File: src/rtl/m3sh_pkg.sv
// shared types and constants of the streaming murmur3 hash block
package m3sh_pkg;

    // murmur3 x86_32 mixing constants
    localparam logic [31:0] MIX_C1  = 32'hcc9e2d51;
    localparam logic [31:0] MIX_C2  = 32'h1b873593;
    localparam logic [31:0] MIX_ADD = 32'he6546b64;
    localparam logic [31:0] FIN_M1  = 32'h85ebca6b;
    localparam logic [31:0] FIN_M2  = 32'hc2b2ae35;

    localparam logic [2:0] FULL_BYTES = 3'd4;

    // what a word asks of the back end
    typedef enum logic [1:0] {
        KIND_EMPTY,
        KIND_TAIL,
        KIND_BLOCK
    } word_kind_t;

    // classified word as it sits in the queue
    typedef struct packed {
        logic [31:0] data;     // masked word
        logic [2:0]  nbytes;   // clamped byte count, 0 to 4
        word_kind_t  kind;
        logic        closing;  // finalize after this word
        logic        early;    // closed by a short non-last word
    } entry_t;

    // seed register write as seen by the back end
    typedef struct packed {
        logic        en;
        logic [31:0] value;
    } seed_wr_t;

    typedef enum logic [2:0] {
        ST_IDLE,
        ST_KEY2,
        ST_MIX,
        ST_FIN1,
        ST_FIN2,
        ST_OUT
    } back_state_t;

endpackage

File: src/rtl/m3sh_front.sv
// front end: clamps the byte count, masks the word and classifies it
module m3sh_front
(
    input  logic [31:0]     word,
    input  logic [2:0]      valid_bytes,
    input  logic            last,
    output m3sh_pkg::entry_t entry
);

    logic [2:0]  nbytes;
    logic [31:0] mask;
    logic        full_word;

    always_comb
    begin
        // counts above four mean a full word
        if (valid_bytes inside {[3'd4:3'd7]})
        begin
            nbytes = m3sh_pkg::FULL_BYTES;
        end
        else
        begin
            nbytes = valid_bytes;
        end

        case (nbytes)
            3'd0:    mask = 32'h0000_0000;
            3'd1:    mask = 32'h0000_00ff;
            3'd2:    mask = 32'h0000_ffff;
            3'd3:    mask = 32'h00ff_ffff;
            default: mask = 32'hffff_ffff;
        endcase

        full_word = (nbytes == m3sh_pkg::FULL_BYTES);

        entry.data    = word & mask;
        entry.nbytes  = nbytes;
        entry.closing = last || !full_word;
        entry.early   = !last && !full_word;

        if (full_word)
        begin
            entry.kind = m3sh_pkg::KIND_BLOCK;
        end
        else if (nbytes == 3'd0)
        begin
            entry.kind = m3sh_pkg::KIND_EMPTY;
        end
        else
        begin
            entry.kind = m3sh_pkg::KIND_TAIL;
        end
    end

endmodule

File: src/rtl/m3sh_fifo.sv
// short queue of classified words between front and back end
module m3sh_fifo
#(
    parameter int DEPTH = 2
)
(
    input  logic             clk,
    input  logic             rst_n,
    input  logic             push,
    input  m3sh_pkg::entry_t push_data,
    input  logic             pop,
    output m3sh_pkg::entry_t head,
    output logic             not_empty,
    output logic             full
);

    localparam int PW = (DEPTH > 1) ? $clog2(DEPTH) : 1;
    localparam int CW = $clog2(DEPTH + 1);

    m3sh_pkg::entry_t mem [DEPTH];

    logic [PW-1:0] wr_ptr_reg;
    logic [PW-1:0] wr_ptr_next;
    logic [PW-1:0] rd_ptr_reg;
    logic [PW-1:0] rd_ptr_next;
    logic [CW-1:0] count_reg;
    logic [CW-1:0] count_next;
    logic          do_push;
    logic          do_pop;

    assign full      = (count_reg == CW'(DEPTH));
    assign not_empty = (count_reg != '0);
    assign head      = mem[rd_ptr_reg];
    assign do_push   = push && !full;
    assign do_pop    = pop && not_empty;

    always_comb
    begin
        wr_ptr_next = wr_ptr_reg;
        rd_ptr_next = rd_ptr_reg;
        count_next  = count_reg;
        if (do_push)
        begin
            wr_ptr_next = (wr_ptr_reg == PW'(DEPTH - 1)) ? '0 : wr_ptr_reg + PW'(1);
        end
        if (do_pop)
        begin
            rd_ptr_next = (rd_ptr_reg == PW'(DEPTH - 1)) ? '0 : rd_ptr_reg + PW'(1);
        end
        if (do_push && !do_pop)
        begin
            count_next = count_reg + CW'(1);
        end
        else if (do_pop && !do_push)
        begin
            count_next = count_reg - CW'(1);
        end
    end

    always_ff @(posedge clk or negedge rst_n)
    begin
        if (!rst_n)
        begin
            wr_ptr_reg <= '0;
            rd_ptr_reg <= '0;
            count_reg  <= '0;
        end
        else
        begin
            wr_ptr_reg <= wr_ptr_next;
            rd_ptr_reg <= rd_ptr_next;
            count_reg  <= count_next;
        end
    end

    always_ff @(posedge clk)
    begin
        if (do_push)
        begin
            mem[wr_ptr_reg] <= push_data;
        end
    end

endmodule

File: src/rtl/m3sh_back.sv
// back end: key mix, running hash update, finalization and result register
module m3sh_back
(
    input  logic               clk,
    input  logic               rst_n,
    input  m3sh_pkg::seed_wr_t seed_wr,
    input  logic [31:0]        seed_cur,
    input  m3sh_pkg::entry_t   head,
    input  logic               head_valid,
    output logic               pop,
    output logic               res_valid,
    input  logic               res_stall,
    output logic [31:0]        hash,
    output logic               ended_early
);

    m3sh_pkg::back_state_t state_reg;
    m3sh_pkg::back_state_t state_next;

    m3sh_pkg::entry_t cur_reg;
    m3sh_pkg::entry_t cur_next;
    logic [31:0]      acc_reg;
    logic [31:0]      acc_next;
    logic [31:0]      run_reg;
    logic [31:0]      run_next;
    logic [31:0]      total_reg;
    logic [31:0]      total_next;
    logic             out_valid_reg;
    logic             out_valid_next;
    logic [31:0]      out_hash_reg;
    logic [31:0]      out_hash_next;
    logic             out_early_reg;
    logic             out_early_next;

    logic [31:0] total_sum;
    logic [31:0] mixed;
    logic [31:0] rot_h;
    logic [31:0] new_h;

    always_comb
    begin
        total_sum = total_reg + {29'd0, cur_reg.nbytes};
        mixed     = run_reg ^ acc_reg;
        rot_h     = {mixed[18:0], mixed[31:19]};
        case (cur_reg.kind)
            m3sh_pkg::KIND_BLOCK: new_h = (rot_h << 2) + rot_h + m3sh_pkg::MIX_ADD;
            m3sh_pkg::KIND_TAIL:  new_h = mixed;
            default:              new_h = run_reg;
        endcase
    end

    always_comb
    begin
        state_next     = state_reg;
        cur_next       = cur_reg;
        acc_next       = acc_reg;
        run_next       = run_reg;
        total_next     = total_reg;
        out_valid_next = out_valid_reg && res_stall;
        out_hash_next  = out_hash_reg;
        out_early_next = out_early_reg;
        pop            = 1'b0;

        case (state_reg)
            m3sh_pkg::ST_IDLE:
            begin
                if (head_valid)
                begin
                    pop      = 1'b1;
                    cur_next = head;
                    acc_next = head.data * m3sh_pkg::MIX_C1;
                    if (head.kind == m3sh_pkg::KIND_EMPTY)
                    begin
                        state_next = m3sh_pkg::ST_MIX;
                    end
                    else
                    begin
                        state_next = m3sh_pkg::ST_KEY2;
                    end
                end
            end
            m3sh_pkg::ST_KEY2:
            begin
                acc_next   = {acc_reg[16:0], acc_reg[31:17]} * m3sh_pkg::MIX_C2;
                state_next = m3sh_pkg::ST_MIX;
            end
            m3sh_pkg::ST_MIX:
            begin
                if (cur_reg.closing)
                begin
                    acc_next   = new_h ^ total_sum;
                    run_next   = seed_cur;
                    total_next = '0;
                    state_next = m3sh_pkg::ST_FIN1;
                end
                else
                begin
                    run_next   = new_h;
                    total_next = total_sum;
                    state_next = m3sh_pkg::ST_IDLE;
                end
            end
            m3sh_pkg::ST_FIN1:
            begin
                acc_next   = (acc_reg ^ (acc_reg >> 16)) * m3sh_pkg::FIN_M1;
                state_next = m3sh_pkg::ST_FIN2;
            end
            m3sh_pkg::ST_FIN2:
            begin
                acc_next   = (acc_reg ^ (acc_reg >> 13)) * m3sh_pkg::FIN_M2;
                state_next = m3sh_pkg::ST_OUT;
            end
            m3sh_pkg::ST_OUT:
            begin
                // wait for the result register to free up
                if (!out_valid_reg || !res_stall)
                begin
                    out_valid_next = 1'b1;
                    out_hash_next  = acc_reg ^ (acc_reg >> 16);
                    out_early_next = cur_reg.early;
                    state_next     = m3sh_pkg::ST_IDLE;
                end
            end
            default:
            begin
                state_next = m3sh_pkg::ST_IDLE;
            end
        endcase

        // new seed reloads the hash only at message start
        if (seed_wr.en && (total_reg == '0))
        begin
            run_next = seed_wr.value;
        end
    end

    always_ff @(posedge clk or negedge rst_n)
    begin
        if (!rst_n)
        begin
            state_reg     <= m3sh_pkg::ST_IDLE;
            run_reg       <= '0;
            total_reg     <= '0;
            out_valid_reg <= 1'b0;
        end
        else
        begin
            state_reg     <= state_next;
            run_reg       <= run_next;
            total_reg     <= total_next;
            out_valid_reg <= out_valid_next;
        end
    end

    always_ff @(posedge clk)
    begin
        cur_reg       <= cur_next;
        acc_reg       <= acc_next;
        out_hash_reg  <= out_hash_next;
        out_early_reg <= out_early_next;
    end

    assign res_valid   = out_valid_reg;
    assign hash        = out_hash_reg;
    assign ended_early = out_early_reg;

endmodule

File: src/rtl/murmur3_stream_hash_top.sv
// top level of the streaming murmur3 x86_32 hash block
// A message streams in as little-endian 32-bit words, one word per handshake on the msg
// channel, first byte in bits 7:0. Each word runs through the back end's chain of dependent,
// individually registered steps: two key-mix multiplies (the second skipped for a word with no
// bytes) and the running-hash update; a full word (valid_bytes of 4 or more) that is not last
// ends there, while a word that closes the message goes on through two avalanche multiplies
// before its hash is loaded into the result register, which may first wait on res_stall.
// A queue of QUEUE_DEPTH words sits between the word classifier and the back end, so msg_stall
// goes high only once that queue is full; the result register lets the next message start
// while a finished hash still waits to be taken. Any word with last set, or any short word,
// closes the message; a short word without last sets ended_early. Words with zero bytes and last
// set finalize what has been absorbed (an empty message hashes to the finalized seed). The seed
// register is written through the cfg channel, which is always ready; a write is meant to happen
// only while the block is idle, and takes effect from the next message on.
module murmur3_stream_hash_top
#(
    parameter int QUEUE_DEPTH = 2
)
(
    input  logic        clk,
    input  logic        rst_n,
    // message word channel
    input  logic        msg_valid,
    output logic        msg_stall,
    input  logic [31:0] word,
    input  logic [2:0]  valid_bytes,
    input  logic        last,
    // result channel
    output logic        res_valid,
    input  logic        res_stall,
    output logic [31:0] hash,
    output logic        ended_early,
    // seed write channel
    input  logic        cfg_valid,
    output logic        cfg_ready,
    input  logic [31:0] seed
);

    logic [31:0] seed_reg;

    m3sh_pkg::entry_t   front_entry;
    m3sh_pkg::entry_t   head;
    m3sh_pkg::seed_wr_t seed_wr;
    logic               head_valid;
    logic               pop;
    logic               queue_full;
    logic               msg_push;

    // seed write port never pushes back
    assign cfg_ready     = 1'b1;
    assign seed_wr.en    = cfg_valid && cfg_ready;
    assign seed_wr.value = seed;

    always_ff @(posedge clk or negedge rst_n)
    begin
        if (!rst_n)
        begin
            seed_reg <= '0;
        end
        else if (seed_wr.en)
        begin
            seed_reg <= seed;
        end
    end

    // word is taken whenever the queue has room
    assign msg_stall = queue_full;
    assign msg_push  = msg_valid && !msg_stall;

    m3sh_front u_front
    (
        .word        (word),
        .valid_bytes (valid_bytes),
        .last        (last),
        .entry       (front_entry)
    );

    m3sh_fifo
    #(
        .DEPTH (QUEUE_DEPTH)
    )
    u_fifo
    (
        .clk       (clk),
        .rst_n     (rst_n),
        .push      (msg_push),
        .push_data (front_entry),
        .pop       (pop),
        .head      (head),
        .not_empty (head_valid),
        .full      (queue_full)
    );

    // mixing, finalization and result register
    m3sh_back u_back
    (
        .clk         (clk),
        .rst_n       (rst_n),
        .seed_wr     (seed_wr),
        .seed_cur    (seed_reg),
        .head        (head),
        .head_valid  (head_valid),
        .pop         (pop),
        .res_valid   (res_valid),
        .res_stall   (res_stall),
        .hash        (hash),
        .ended_early (ended_early)
    );

endmodule

File: config.mk
export PLATFORM = sky130hd
export DESIGN_NAME = murmur3_stream_hash_top
export DESIGN_NICKNAME = d
export VERILOG_FILES = /design/src/rtl/m3sh_pkg.sv /design/src/rtl/m3sh_front.sv /design/src/rtl/m3sh_fifo.sv /design/src/rtl/m3sh_back.sv /design/src/rtl/murmur3_stream_hash_top.sv
export SDC_FILE = /design/constraint.sdc
export NUM_CORES = 2
export LEC_CHECK = 0
export BUFFER_PORTS_ARGS = -buffer_cell sky130_fd_sc_hd__buf_4
export CAP_MARGIN = 20
export CORE_MARGIN = 2
export CORE_UTILIZATION = 50
export CTS_CLUSTER_DIAMETER = 100
export DETAILED_ROUTE_END_ITERATION = 7
export HOLD_SLACK_MARGIN = 0.06
export PLACE_DENSITY = 0.69
export SYNTH_ARGS = -nofsm -noshare
export SYNTH_HDL_FRONTEND = slang
export SYNTH_SLANG_ARGS = --single-unit
File: constraint.sdc
create_clock -name clk -period 7.68 [get_ports clk]
set_clock_uncertainty 0.15 [all_clocks]
set_input_delay 0.384 -clock clk [delete_from_list [all_inputs] [get_ports clk]]
set_output_delay 0.384 -clock clk [all_outputs]
set_load 0.02 [all_outputs]
==> flow_summary_export.csv <==
group,metric,value,unit
run_status,status,"complete, no violations",
grt,overflow,0,
route,vias_per_cell,5.57,
run,drv_cap,0,
synthesis,synth.area.top_cells,"fa_1 30%, ha_1 20%, inv_1 9.8%, edfxtp_1 9.3%, dfrtp_1 5.4%",
synthesis,synth_area_leader_cell,"fa_1",
clock_network,clkLatencyLatePin,0.59,ns
sta,hold_viol_final,0,
placed_design,io_buffers,107,
sta,whs,0.143,ns
synthesis,synthDistinctLibCells,82,
sta,slew_headroom,24.8,%
placed_design,place_congestion,1.06,
sta,period_share,98.1,%
synthesis,synth_seq_area_share,14.7,%
clock_network,cts_tree,"built",
setup_path,required,7.82,ns
grt,grt_max_degree,104,
placed_design,placed_cell_area,52100,um^2
grt,grt_usage,31.9,%
synthesis,syn-num-nets,6458,
setup_path,start_kind,"flop",
clock_network,htreeDepth,2,
clock_network,numCtsBuffers,35,
setup_path,end_kind,"flop",
die,core,95300,um^2
synthesis,ys_ff_latch,254,
finish,postLayoutCellArea,55300,um^2
synthesis,syn-instance-count,4893,
die,fp.dieH,315,um
clock_network,cts_sinks,254,
synthesis,async_reset_ff_share,40.9,%
sta,rsz0062_at_grt,"yes",
route,wl,156000,um
finish,fin_nets,6845,
grt,antenna_found_initial,3,
grt,grt_pass1_vias,37600,
synthesis,synthFlopType,"edfxtp_1",
synthesis,syn-mean-instance-area,9.85,um^2
clock_network,clkTransAtPathRegs,0.06,ns
route,antenna_left,0,
finish,final_layout_size_suffix_gt1_share,13.0,%
clock_network,clock_path_buffers,3,
synthesis,ys_warn_count,0,
sta,slew_violations,0,
setup_path,cp_slowest_stage_delay,0.58,ns
hold_path,hold_path.class,"input pin to async pin",
setup_path,crit_fanout,3,
sta,clock.fmax,133,MHz
die,die_w,315,um
finish,final_util,58.0,%
route,drt_iter0_drc,3204,
sta,finalSetupViolCount,0,
grt,grt_pass1_wl,233000,um
clock_network,root_buffer,"clkbuf_16",
synthesis,yosysTopAreaCellShare,30.0,%
route,drt_first_pass_iters,5,
setup_path,cp_slowest_cell,"fa_1",
finish,largest_reg_flops,78,
finish,regMostFlops,"u_fifo.mem",
route,avgRoutedWirePerCell,23.8,um
setup_path,cpMostUsedCell,"fa_1",
die,num_rows,113,
sta,worst_slew_pin_slew,1.13,ns
die,ios,109,
route,drc,0,
setup_path,crit_arrival,7.68,ns
synthesis,syn_area,48200,um^2
placed_design,dp_hpwl,132000,um
sta,period_needed,7.54,ns
die,die-area,98900,um^2
die,start_util,50.6,%
setup_path,critPathKind,"flop to flop",
route,vias,36600,
synthesis,synth_edf_count,150,
finish,syn_to_final_growth,14.6,%
[layer usage]
layer | wire length (um) | global-route usage (%)
met1 | 61900 | 41.7
met2 | 70600 | 50.2
met3 | 12800 | 5.91
met4 | 10800 | 17.6
met5 | 32 | 0
[placed cells by master, fill, tap and decap left out, types with 61 or more instances in the layout]
master | synthesis | final
inv_1 | 1253 | 1236
ha_1 | 769 | 747
fa_1 | 723 | 715
buf_4 | 1 | 381
xnor2_1 | 251 | 233
nor2_1 | 192 | 189
a21oi_1 | 193 | 183
nand2_1 | 172 | 172
edfxtp_1 | 150 | 150
o21ai_0 | 120 | 116
xor2_1 | 124 | 108
dfrtp_1 | 104 | 103
mux2_2 | 82 | 77
dlygate4sd3_1 | 0 | 71
a21o_1 | 61 | 61
[worst paths after layout]
| path | slack (ns) | endpoint | from | cells past startpoint |
|---|---|---|---|---|
| hold reg to reg | 0.28 | u_back.ended_early$_DFFE_PP_ | u_back.cur_reg[0]$_DFFE_PP_ | 0 |
| min in group clk | 0.16 | seed_reg[26]$_DFFE_PN0P_ | cfg_valid | 3 |
| setup reg to reg | 0.14 | u_back.acc_reg[22]$_DFFE_PP_ | u_back.acc_reg[11]$_DFFE_PP_ | 25 |
| max in group asynchronous | 5.87 | u_back.run_reg[31]$_DFFE_PN0P_ | rst_n | 3 |
| setup / recovery | 0.14 | u_back.acc_reg[22]$_DFFE_PP_ | u_back.acc_reg[11]$_DFFE_PP_ | 25 |
| hold / removal | 0.14 | u_fifo.rd_ptr_reg$_DFFE_PN0P_ | rst_n | 2 |
[critical path, delay by kind of cell (launching register included)]
family,cells,cell delay [ns]
adders and majority gates,9,3.67
DFF,1,0.51
buffers and inverters,5,0.40
AOI/OAI and AO/OA,7,1.44
xor gates and xnor gates,2,0.43
and+or+nand+nor,2,0.63
[cell type report]
class                           instances  area [um^2]
Tap cell                             1265         1580
Timing Repair Buffer                  472         3850
Inverter                             1254         4720
Fill cell                            8133        40000
Clock inverter                         15          115
Clock buffer                           46          967
Antenna cell                            1         2.50
Multi-Input combinational cell       3263        36900
Sequential cell                       254         7110
[cells in the mapped netlist (all sizes together) (5+ instances only)]
cell type	number
ha	769
xor2	124
nor2b	46
or2	7
a21oi	193
nor4	11
a211o	9
nor3	44
nand3	37
dfrtp	104
a31o	7
a221oi	11
mux2i	50
nand4	10
nand2b	19
o21bai	13
a211oi	18
o221ai	5
xnor2	251
and3	35
a21o	61
nand3b	5
or3	7
a221o	6
mux2	82
clkbuf	110
nand2	172
o21a	23
a2111oi	6
nor2	192
or4	5
inv	1253
buf	12
o22ai	20
a31oi	36
a22oi	21
and4	8
o211ai	20
and2	19
o21ai	120
fa	723
a222oi	13
edfxtp	150
o31ai	16
[cells by family (layout without fill, tap and decap cells)]
kind of cell	count (synthesis)	after routing	share of synthesized area, %
AO/OA/AOI/OAI	630	630	8.38
buffers and inverters	1376	1787	10.7
AND/OR/NAND/NOR	628	628	6.19
multiplexers	133	133	3.00
adder cells (fa/ha/maj)	1493	1493	50.0
flip-flops	254	254	14.7
XOR/XNOR	378	378	6.95
other	1	2	0.00778
[timing repair]
action                                 in CTS  in global routing
pin swaps                                   3                 31
endpoints found under the hold margin     178                  0
gates resized for setup                    19                153
setup buffers                               4                 49
setup endpoints to repair                   6                 10
hold buffers                               71                  0
[through the flow]
stage	TNS [ns]	instances	setup WS, ns
2_1_floorplan	0	4893	0.00515
3_3_place_gp	-0.434	6383	-0.141
3_5_place_dp	-0.850	6383	-0.217
4_1_cts	0	6519	0.00978
5_1_grt	-0.171	6569	-0.0936
6_report	0	6570	0.144
Power is left out: the tool's default activity adds up to more than one toggle a clock period on the data nets, which glitch-free logic cannot reach.
